===== config.mk =====
export PLATFORM = sky130hd
export DESIGN_NAME = image_frame_header_parser_top
export DESIGN_NICKNAME = d
export VERILOG_FILES = /design/src/ifhp_pkg.sv /design/src/ifhp_ctrl.sv /design/src/ifhp_dp.sv /design/src/image_frame_header_parser_top.sv
export SDC_FILE = /design/constraint.sdc
export NUM_CORES = 2
export LEC_CHECK = 0
export ABC_AREA = 1
export BUFFER_PORTS_ARGS = -buffer_cell sky130_fd_sc_hd__buf_4
export CAP_MARGIN = 25
export CORE_MARGIN = 1
export CORE_UTILIZATION = 37
export DETAILED_ROUTE_END_ITERATION = 8
export PLACE_DENSITY = 0.65
export REMOVE_ABC_BUFFERS = 1
export SYNTH_ARGS = -nofsm -noshare
export SYNTH_HDL_FRONTEND = slang
export SYNTH_SLANG_ARGS = --single-unit

===== constraint.sdc =====
create_clock -name clk -period 22.2 [get_ports clk]
set_input_delay 4.44 -clock clk [delete_from_list [all_inputs] [get_ports clk]]
set_output_delay 4.44 -clock clk [all_outputs]
set_load 0.03 [all_outputs]

===== src/ifhp_pkg.sv =====
// ----------------------------------------------------------------------------
// ifhp_pkg
// Shared types and constants for the image frame header parser: beat
// structs, status codes, register indexes and controller/datapath links.
// ----------------------------------------------------------------------------
`default_nettype none

package ifhp_pkg;

	localparam int HEADER_BYTES = 64;
	localparam int HDR_AW       = $clog2(HEADER_BYTES);
	localparam int CNT_W        = 7;
	localparam logic [CNT_W-1:0] CNT_MAX  = 7'd127;
	localparam logic [CNT_W-1:0] CNT_LAST = 7'(HEADER_BYTES - 1);
	localparam logic [15:0] HDR_LEN_VAL   = 16'(HEADER_BYTES);

	// configuration register indexes
	localparam int CFG_IDX_W = 3;
	localparam int CFG_DW    = 32;
	localparam logic [CFG_IDX_W-1:0] REG_MAGIC     = 3'd0;
	localparam logic [CFG_IDX_W-1:0] REG_VERSION   = 3'd1;
	localparam logic [CFG_IDX_W-1:0] REG_MAX_W     = 3'd2;
	localparam logic [CFG_IDX_W-1:0] REG_MAX_H     = 3'd3;
	localparam logic [CFG_IDX_W-1:0] REG_MAX_PAY   = 3'd4;
	localparam logic [CFG_IDX_W-1:0] REG_RGB_CODE  = 3'd5;
	localparam logic [CFG_IDX_W-1:0] REG_RGBA_CODE = 3'd6;

	// result status codes
	localparam logic [3:0] ST_OK       = 4'd0;
	localparam logic [3:0] ST_SIZE     = 4'd1;
	localparam logic [3:0] ST_MAGIC    = 4'd2;
	localparam logic [3:0] ST_VERSION  = 4'd3;
	localparam logic [3:0] ST_HDRLEN   = 4'd4;
	localparam logic [3:0] ST_FORMAT   = 4'd5;
	localparam logic [3:0] ST_FLAGS    = 4'd6;
	localparam logic [3:0] ST_DIMS     = 4'd7;
	localparam logic [3:0] ST_PAYLOAD  = 4'd8;
	localparam logic [3:0] ST_IDENTITY = 4'd9;
	localparam logic [3:0] ST_RESERVED = 4'd10;

	typedef struct packed {
		logic [7:0] data_byte;
		logic       last_byte;
	} in_beat_t;

	typedef struct packed {
		logic [3:0]  status;
		logic [15:0] format_code;
		logic [15:0] flag_bits;
		logic [31:0] image_width;
		logic [31:0] image_height;
		logic [31:0] payload_size;
		logic [63:0] frame_epoch;
		logic [63:0] sequence_number;
		logic [63:0] capture_time;
		logic [63:0] reserved_first;
		logic [63:0] reserved_second;
	} out_beat_t;

	// controller -> datapath
	typedef struct packed {
		logic byte_en;   // input beat accepted
		logic wh_en;     // form width*height
		logic prod_en;   // form width*height*channels
		logic out_load;  // load result register
	} ifhp_cmd_t;

	// datapath -> controller
	typedef struct packed {
		logic out_free;  // result register empty or draining this cycle
	} ifhp_sts_t;

endpackage

`default_nettype wire


===== src/ifhp_ctrl.sv =====
// ----------------------------------------------------------------------------
// ifhp_ctrl
// Sequencer: collects header bytes, then steps the size product and the
// result load.
// ----------------------------------------------------------------------------
`default_nettype none

module ifhp_ctrl (
	input  wire logic              clk,
	input  wire logic              arst_n,
	input  wire logic              in_valid,
	input  wire logic              last_byte,
	input  wire ifhp_pkg::ifhp_sts_t sts,
	output logic                   in_stall,
	output ifhp_pkg::ifhp_cmd_t    cmd
);

	localparam logic [1:0] S_COLLECT = 2'd0;
	localparam logic [1:0] S_MUL1    = 2'd1;
	localparam logic [1:0] S_MUL2    = 2'd2;
	localparam logic [1:0] S_FIN     = 2'd3;

	logic [1:0] state_q;
	logic [1:0] state_d;

	always_comb begin
		state_d      = state_q;
		cmd          = '0;
		in_stall     = 1'b1;
		unique case (state_q)
			S_COLLECT: begin
				in_stall    = 1'b0;
				cmd.byte_en = in_valid;
				if (in_valid && last_byte) begin
					state_d = S_MUL1;
				end
			end
			S_MUL1: begin
				cmd.wh_en = 1'b1;
				state_d   = S_MUL2;
			end
			S_MUL2: begin
				cmd.prod_en = 1'b1;
				state_d     = S_FIN;
			end
			S_FIN: begin
				if (sts.out_free) begin
					cmd.out_load = 1'b1;
					state_d      = S_COLLECT;
				end
			end
			default: begin
				state_d = S_COLLECT;
			end
		endcase
	end

	always_ff @(posedge clk or negedge arst_n) begin
		if (!arst_n) begin
			state_q <= S_COLLECT;
		end else begin
			state_q <= state_d;
		end
	end

endmodule

`default_nettype wire


===== src/ifhp_dp.sv =====
// ----------------------------------------------------------------------------
// ifhp_dp
// Datapath: config registers, header byte store, byte counter, size product
// and the result register with its checks.
// ----------------------------------------------------------------------------
`default_nettype none

module ifhp_dp (
	input  wire logic                             clk,
	input  wire logic                             arst_n,
	input  wire logic                             cfg_we,
	input  wire logic [ifhp_pkg::CFG_IDX_W-1:0]   cfg_index,
	input  wire logic [ifhp_pkg::CFG_DW-1:0]      cfg_data,
	input  wire ifhp_pkg::in_beat_t               in_data,
	input  wire ifhp_pkg::ifhp_cmd_t              cmd,
	input  wire logic                             out_stall,
	output ifhp_pkg::ifhp_sts_t                   sts,
	output logic                                  out_valid,
	output ifhp_pkg::out_beat_t                   out_data
);

	// config
	logic [31:0] magic_q, max_w_q, max_h_q, max_pay_q;
	logic [15:0] version_q, rgb_q, rgba_q;

	always_ff @(posedge clk or negedge arst_n) begin
		if (!arst_n) begin
			magic_q   <= 32'd0;
			version_q <= 16'd1;
			max_w_q   <= 32'd4096;
			max_h_q   <= 32'd4096;
			max_pay_q <= 32'd67108864;
			rgb_q     <= 16'd1;
			rgba_q    <= 16'd2;
		end else if (cfg_we) begin
			unique case (cfg_index)
				ifhp_pkg::REG_MAGIC:     magic_q   <= cfg_data;
				ifhp_pkg::REG_VERSION:   version_q <= cfg_data[15:0];
				ifhp_pkg::REG_MAX_W:     max_w_q   <= cfg_data;
				ifhp_pkg::REG_MAX_H:     max_h_q   <= cfg_data;
				ifhp_pkg::REG_MAX_PAY:   max_pay_q <= cfg_data;
				ifhp_pkg::REG_RGB_CODE:  rgb_q     <= cfg_data[15:0];
				ifhp_pkg::REG_RGBA_CODE: rgba_q    <= cfg_data[15:0];
				default: ;
			endcase
		end
	end

	// byte counter and size flag
	logic [ifhp_pkg::CNT_W-1:0] cnt_q;
	logic                       size_bad_q;

	always_ff @(posedge clk or negedge arst_n) begin
		if (!arst_n) begin
			cnt_q      <= '0;
			size_bad_q <= 1'b0;
		end else if (cmd.byte_en) begin
			if (in_data.last_byte) begin
				cnt_q      <= '0;
				size_bad_q <= (cnt_q != ifhp_pkg::CNT_LAST);
			end else if (cnt_q != ifhp_pkg::CNT_MAX) begin
				cnt_q <= cnt_q + 1'b1;
			end
		end
	end

	// header shift register: bytes enter at the bottom while fewer than 64
	// have come in, so byte 0 ends in the top bits and big-endian fields
	// are plain part-selects
	logic [ifhp_pkg::HEADER_BYTES*8-1:0] hdr_q;

	always_ff @(posedge clk) begin
		if (cmd.byte_en && !cnt_q[ifhp_pkg::CNT_W-1]) begin
			hdr_q <= {hdr_q[ifhp_pkg::HEADER_BYTES*8-9:0], in_data.data_byte};
		end
	end

	logic [31:0] f_magic, f_width, f_height, f_pay;
	logic [15:0] f_version, f_hlen, f_fmt, f_flags;
	logic [63:0] f_epoch, f_seq, f_time, f_res1, f_res2;

	assign f_magic   = hdr_q[511:480];
	assign f_version = hdr_q[479:464];
	assign f_hlen    = hdr_q[463:448];
	assign f_fmt     = hdr_q[447:432];
	assign f_flags   = hdr_q[431:416];
	assign f_width   = hdr_q[415:384];
	assign f_height  = hdr_q[383:352];
	assign f_pay     = hdr_q[351:320];
	assign f_epoch   = hdr_q[319:256];
	assign f_seq     = hdr_q[255:192];
	assign f_time    = hdr_q[191:128];
	assign f_res1    = hdr_q[127:64];
	assign f_res2    = hdr_q[63:0];

	// size product: width*height, then times 3 or 4 by shift-add
	logic        rgb_hit, rgba_hit;
	logic [63:0] wh_s1;
	logic [65:0] prod_s2;

	assign rgb_hit  = (f_fmt == rgb_q);
	assign rgba_hit = (f_fmt == rgba_q);

	always_ff @(posedge clk) begin
		if (cmd.wh_en) begin
			wh_s1 <= 64'(f_width) * 64'(f_height);
		end
		if (cmd.prod_en) begin
			if (rgb_hit) begin
				prod_s2 <= {1'b0, wh_s1, 1'b0} + {2'b00, wh_s1};
			end else begin
				prod_s2 <= {wh_s1, 2'b00};
			end
		end
	end

	// status, first failing check wins
	logic [3:0] st;
	logic       dims_bad;

	assign dims_bad = (f_width == 32'd0) || (f_height == 32'd0) ||
		(f_width > max_w_q) || (f_height > max_h_q) ||
		(prod_s2[65:32] != 34'd0) || (prod_s2[31:0] > max_pay_q);

	always_comb begin
		if (size_bad_q)                            st = ifhp_pkg::ST_SIZE;
		else if (f_magic != magic_q)               st = ifhp_pkg::ST_MAGIC;
		else if (f_version != version_q)           st = ifhp_pkg::ST_VERSION;
		else if (f_hlen != ifhp_pkg::HDR_LEN_VAL)  st = ifhp_pkg::ST_HDRLEN;
		else if (!rgb_hit && !rgba_hit)            st = ifhp_pkg::ST_FORMAT;
		else if (f_flags != 16'd0)                 st = ifhp_pkg::ST_FLAGS;
		else if (dims_bad)                         st = ifhp_pkg::ST_DIMS;
		else if (prod_s2[31:0] != f_pay)           st = ifhp_pkg::ST_PAYLOAD;
		else if (f_epoch == 64'd0 || f_seq == 64'd0) st = ifhp_pkg::ST_IDENTITY;
		else if (f_res1 != 64'd0 || f_res2 != 64'd0) st = ifhp_pkg::ST_RESERVED;
		else                                       st = ifhp_pkg::ST_OK;
	end

	// result register
	logic                out_valid_q;
	ifhp_pkg::out_beat_t out_q;
	logic                early_fail;

	assign early_fail = (st == ifhp_pkg::ST_SIZE) || (st == ifhp_pkg::ST_MAGIC) ||
		(st == ifhp_pkg::ST_VERSION) || (st == ifhp_pkg::ST_HDRLEN);

	always_ff @(posedge clk or negedge arst_n) begin
		if (!arst_n) begin
			out_valid_q <= 1'b0;
		end else if (cmd.out_load) begin
			out_valid_q <= 1'b1;
		end else if (!out_stall) begin
			out_valid_q <= 1'b0;
		end
	end

	always_ff @(posedge clk) begin
		if (cmd.out_load) begin
			out_q.status <= st;
			if (early_fail) begin
				out_q.format_code     <= '0;
				out_q.flag_bits       <= '0;
				out_q.image_width     <= '0;
				out_q.image_height    <= '0;
				out_q.payload_size    <= '0;
				out_q.frame_epoch     <= '0;
				out_q.sequence_number <= '0;
				out_q.capture_time    <= '0;
				out_q.reserved_first  <= '0;
				out_q.reserved_second <= '0;
			end else begin
				out_q.format_code     <= f_fmt;
				out_q.flag_bits       <= f_flags;
				out_q.image_width     <= f_width;
				out_q.image_height    <= f_height;
				out_q.payload_size    <= f_pay;
				out_q.frame_epoch     <= f_epoch;
				out_q.sequence_number <= f_seq;
				out_q.capture_time    <= f_time;
				out_q.reserved_first  <= f_res1;
				out_q.reserved_second <= f_res2;
			end
		end
	end

	assign sts.out_free = !out_valid_q || !out_stall;
	assign out_valid    = out_valid_q;
	assign out_data     = out_q;

	// a result is never loaded over one still waiting
	a_load_free: assert property (@(posedge clk) disable iff (!arst_n)
		cmd.out_load |-> sts.out_free)
		else $error("result loaded while previous one stalled");

	a_load_shows: assert property (@(posedge clk) disable iff (!arst_n)
		cmd.out_load |=> out_valid_q)
		else $error("loaded result not presented");

	a_status_range: assert property (@(posedge clk) disable iff (!arst_n)
		cmd.out_load |=> out_q.status <= ifhp_pkg::ST_RESERVED)
		else $error("status code out of range");

	a_early_zero: assert property (@(posedge clk) disable iff (!arst_n)
		(cmd.out_load && early_fail) |=>
		(out_q.image_width == 32'd0 && out_q.frame_epoch == 64'd0))
		else $error("fields not cleared on early failure");

	a_no_byte_busy: assert property (@(posedge clk) disable iff (!arst_n)
		(cmd.wh_en || cmd.prod_en || cmd.out_load) |-> !cmd.byte_en)
		else $error("byte taken during decode");

endmodule

`default_nettype wire


===== src/image_frame_header_parser_top.sv =====
// ----------------------------------------------------------------------------
// image_frame_header_parser_top
// Parses a 64-byte big-endian image frame header, one byte per beat, and
// returns one result beat of decoded fields and status per header.
// ----------------------------------------------------------------------------
//  channel | signals                           | direction | beat
//  --------+-----------------------------------+-----------+----------------------
//  in      | in_valid, in_stall, in_data       | in        | one header byte+last
//  out     | out_valid, out_stall, out_data    | out       | status + fields
//  cfg     | cfg_we, cfg_index, cfg_data       | in        | one register write
//
// Header bytes are taken one per cycle with no stall while collecting.
// The beat marked last starts the decode (width*height multiply, then
// channel scaling, then checks and result load); input stalls during it.
// The result register frees the decode unit as soon as it is loaded; the
// load waits only while a previous result still sits stalled on out.
// Reset is asynchronous, active low: config returns to defaults, counter
// and valids clear. No clearing pass is needed.
// ----------------------------------------------------------------------------
`default_nettype none

module image_frame_header_parser_top (
	input  wire logic                           clk,
	input  wire logic                           arst_n,
	// configuration writes
	input  wire logic                           cfg_we,
	input  wire logic [ifhp_pkg::CFG_IDX_W-1:0] cfg_index,
	input  wire logic [ifhp_pkg::CFG_DW-1:0]    cfg_data,
	// header byte stream
	input  wire logic                           in_valid,
	output logic                                in_stall,
	input  wire ifhp_pkg::in_beat_t             in_data,
	// decoded result
	output logic                                out_valid,
	input  wire logic                           out_stall,
	output ifhp_pkg::out_beat_t                 out_data
);

	ifhp_pkg::ifhp_cmd_t cmd;
	ifhp_pkg::ifhp_sts_t sts;

	// sequencer: byte acceptance and decode steps
	ifhp_ctrl u_ctrl (
		.clk       (clk),
		.arst_n    (arst_n),
		.in_valid  (in_valid),
		.last_byte (in_data.last_byte),
		.sts       (sts),
		.in_stall  (in_stall),
		.cmd       (cmd)
	);

	// storage, arithmetic, checks, result register
	ifhp_dp u_dp (
		.clk       (clk),
		.arst_n    (arst_n),
		.cfg_we    (cfg_we),
		.cfg_index (cfg_index),
		.cfg_data  (cfg_data),
		.in_data   (in_data),
		.cmd       (cmd),
		.out_stall (out_stall),
		.sts       (sts),
		.out_valid (out_valid),
		.out_data  (out_data)
	);

endmodule

`default_nettype wire

==> impl_summary.log <==
INFO  metric run_status = complete, no violations
INFO  metric fin_area = 99870 um2
INFO  metric critical_path_class = flop to flop
INFO  metric chipHeight = 489.7 um
INFO  metric period_utilization_post_route = 0.3796
INFO  metric worst_clock_skew = 0.07898 ns
INFO  metric final_net_count = 10709
INFO  metric fp.coreArea = 235900 um2
INFO  metric final.min_clock_period = 8.427 ns
INFO  metric final.setup.tns = 0 ns
INFO  metric final_antenna_net_count = 0
INFO  metric tritoncts = done
INFO  metric syn-mean-instance-area = 9.843 um2
INFO  metric synth.yosys.seq_area_share = 0.4265
INFO  metric grt_first_pass_wirelength = 377300 um
INFO  metric number_of_gates_given_a_new_drive_strength_after_cts = 0
INFO  metric ys_seq_elements = 1281
INFO  metric cts_post_setup_buffers_inserted = 0
INFO  metric timing.final.hold_violations = 0
INFO  metric layout_cell_share_with_drive_strength_beyond_1 = 0.1020
INFO  metric drt_drc_violations_left = 0
INFO  metric drv_slew = 0
INFO  metric critPathArrivalTime = 8.99 ns
INFO  metric post_synth_num_cell_types = 53
INFO  metric worst_setup_path_start_kind = flop
INFO  metric drt-pass1-iter-count = 6
INFO  metric global_route.overflow_total = 0
INFO  metric clock.fmax = 118.7 MHz
INFO  metric clock_path_buffers = 3
INFO  metric ctsHoldBuffers = 0
INFO  metric via_density_per_instance = 4.889
INFO  metric async_reset_ff_frac = 0.1460
INFO  metric drt_iter0_markers = 5388
INFO  metric cts_root_buffer = clkbuf_16
INFO  metric grt_usage = 0.2069
INFO  metric cts_sinks = 1281
INFO  metric worstPathRequired = 22.76 ns
INFO  metric r2r.worst_path.cells = 27
INFO  metric initial_core_utilization = 0.3732
INFO  metric worst_hold_path.num_cells = 0
INFO  metric cap_violations = 0
INFO  metric detailed_place_hpwl = 183100 um
INFO  metric clk-insertion-delay-late = 0.84 ns
INFO  metric synthesis.yosys.warnings = 0
INFO  metric placed_standard_cell_area = 94840 um2
INFO  metric dieWidth = 489.7 um
INFO  metric final_setup_fails = 0
INFO  metric tightest_slew = 1.131 ns
INFO  metric grt_start_max_net_pins = 165
INFO  metric fin_util = 0.4234
INFO  metric core.rowCount = 178
INFO  metric syn-cell-area = 88010 um2
INFO  metric first_global_vias = 63873
INFO  metric critical_path_peak_fanout = 21
INFO  metric syn-instance-count = 8942
INFO  metric i_o_pin_cnt = 503
INFO  metric grt_setup_unrepaired = no
INFO  metric clock_tree.htree_level_count = 4
INFO  metric detail_route.wirelength = 247200 um
INFO  metric syn_to_final_growth = 13.47%
INFO  metric hold_path_class = flop to flop
INFO  metric clk_pin_slew = 0.06 ns
INFO  metric slew_headroom = 0.2463
INFO  metric wl_per_cell = 19.61 um
INFO  metric timing.critical_path.to_type = flop
INFO  metric die_area = 239800 um2
INFO  metric synthFlopType = edfxtp_1
INFO  metric place_congestion = 0.9309
INFO  metric number_of_synthesized_flops_with_an_enable_pin = 1094
INFO  metric antenna_found_initial = 12
INFO  metric numCtsBuffers = 143
INFO  metric io_buffers = 502
INFO  metric detailroute.via_count = 61632
## placed cells by master, fill, tap and decap left out, drive strengths merged, types with 6 or more instances in the layout
cell type,count
nor4,57
diode,10
o211ai,8
clkinv,54
nand2,1726
nor3,35
o21a,14
dfstp,6
dfrtp,181
a21o,22
o21bai,7
bufinv,17
inv,2316
xor2,76
a21boi,8
fa,897
clkbuf,171
a31oi,58
ha,430
xnor2,98
nor2,719
buf,597
nand4,87
a21oi,229
or2,43
edfxtp,1094
o21ai,347
nand3,104
o2111ai,8
## kinds of logic (layout without fill, tap and decap cells)
logic type / count (synthesis) / in the layout / synth area share
and+or+nand+nor: 2786 / 2786 / 0.1293
buffers and inverters: 2655 / 3160 / 0.1173
other: 0 / 10 / 0
DFF: 1281 / 1281 / 0.4265
xor gates and xnor gates: 174 / 174 / 0.01731
AOI/OAI and AO/OA: 719 / 719 / 0.04441
adders and majority gates: 1327 / 1327 / 0.2652
## metrics by stage
step / setup WS (ns) / std cells / hold slack, ns
after floorplan: -5.289 / 8591 / 0.4264
after global placement: 14.00 / 12335 / 0.4267
after detailed placement: 13.91 / 12336 / 0.4331
after CTS: 14.05 / 12595 / 0.4313
after global routing: 13.58 / 12597 / 0.4314
final: 13.77 / 12607 / 0.4272
## state kept, by name (all words and copies together), names as in the netlist
name,cells
u_dp.hdr_q,512
u_dp.out_data,452
u_dp.prod_s2,66
u_dp.wh_s1,64
u_dp.magic_q,32
u_dp.max_h_q,32
u_dp.max_pay_q,32
u_dp.max_w_q,32
u_dp.rgb_q,16
u_dp.rgba_q,16
u_dp.version_q,16
u_dp.cnt_q,7
u_ctrl.state_q,2
u_dp.out_valid,1
u_dp.size_bad_q,1
## per-layer routing
metal / vias up / wire, um / global-route usage
met3: 495 / 24720 / 0.06082
met2: 2593 / 111800 / 0.3246
met4: 4 / 8854 / 0.07429
met5: - / 21 / 0
met1: 30526 / 101800 / 0.2709
li1: 28014 / - / -
## final cells by class
class	instances	area (um2)
Multi-Input combinational cell	5006	40190
Clock buffer	171	3795
Antenna cell	10	25.02
Tap cell	3150	3941
Fill cell	22443	136000
Clock inverter	88	1159
Inverter	2304	8648
Timing Repair Buffer	597	4576
Sequential cell	1281	37540
## worst max-delay path, cell delays in order (launching register included)
cell      delay, ns
edfxtp_1       1.09
buf_4          0.41
nand2_1        0.11
fa_1           0.53
inv_1          0.06
fa_1           0.43
fa_1           0.49
inv_1          0.05
fa_1           0.49
inv_1          0.06
fa_1           0.45
ha_1           0.21
fa_1           0.56
fa_1           0.46
ha_1           0.36
a21oi_1        0.22
a21boi_0       0.54
o21ai_0        0.26
nand3_1        0.12
nand3_1        0.28
nand3_1        0.22
nand2_1        0.12
nand3_1        0.09
nand2_1        0.09
nand2_1        0.07
nand2_1        0.08
a21oi_1        0.17
xnor2_1        0.09
## cell usage after synthesis (3+ instances only)
master     number  area [um2]
a21boi_0        8       60.06
a21o_1         22       165.2
a21oi_1       229        1146
a221oi_1        3       26.28
a31oi_1        58       362.9
and3_1          5       31.28
buf_12         10       200.2
buf_4          22       165.2
buf_6          15       168.9
clkbuf_1      301        1130
dfrtp_1       181        4529
dfstp_2         6       157.7
edfxtp_1     1094       32850
fa_1          897       17960
ha_1          430        5380
inv_1        2295        8615
inv_2           7       26.28
nand2_1      1725        6475
nand3_1       104       520.5
nand3b_1        5       37.54
nand4_1        86       538.0
nor2_1        637        2391
nor2_2         82       513.0
nor3_1         35       175.2
nor3b_1         4       30.03
nor4_1         56       350.3
o2111ai_1       8       70.07
o211ai_1        8       60.06
o21a_1         14       105.1
o21ai_0       337        1687
o21ai_1        10       50.05
o21bai_1        7       52.55
o221ai_1        3       26.28
o311ai_0        3       26.28
or2_1           6       37.54
or2_2          35       219.0
xnor2_1        98       858.3
xor2_1         76       665.6
## worst paths after layout
path / slack, ns / startpoint / endpoint
min in group asynchronous: 3.60 / arst_n / u_dp.out_valid
setup reg to reg: 13.77 / u_dp.hdr_q[390] / u_dp.wh_s1[54]
setup / recovery: 13.77 / u_dp.hdr_q[390] / u_dp.wh_s1[54]
max in group asynchronous: 16.43 / arst_n / u_dp.rgba_q[3]
hold / removal: 0.43 / u_dp.hdr_q[205] / u_dp.hdr_q[213]
hold reg to reg: 0.43 / u_dp.hdr_q[205] / u_dp.hdr_q[213]
Power is not shown: default switching activity piles up to over one toggle a cycle in this logic, so the estimate is an artifact.
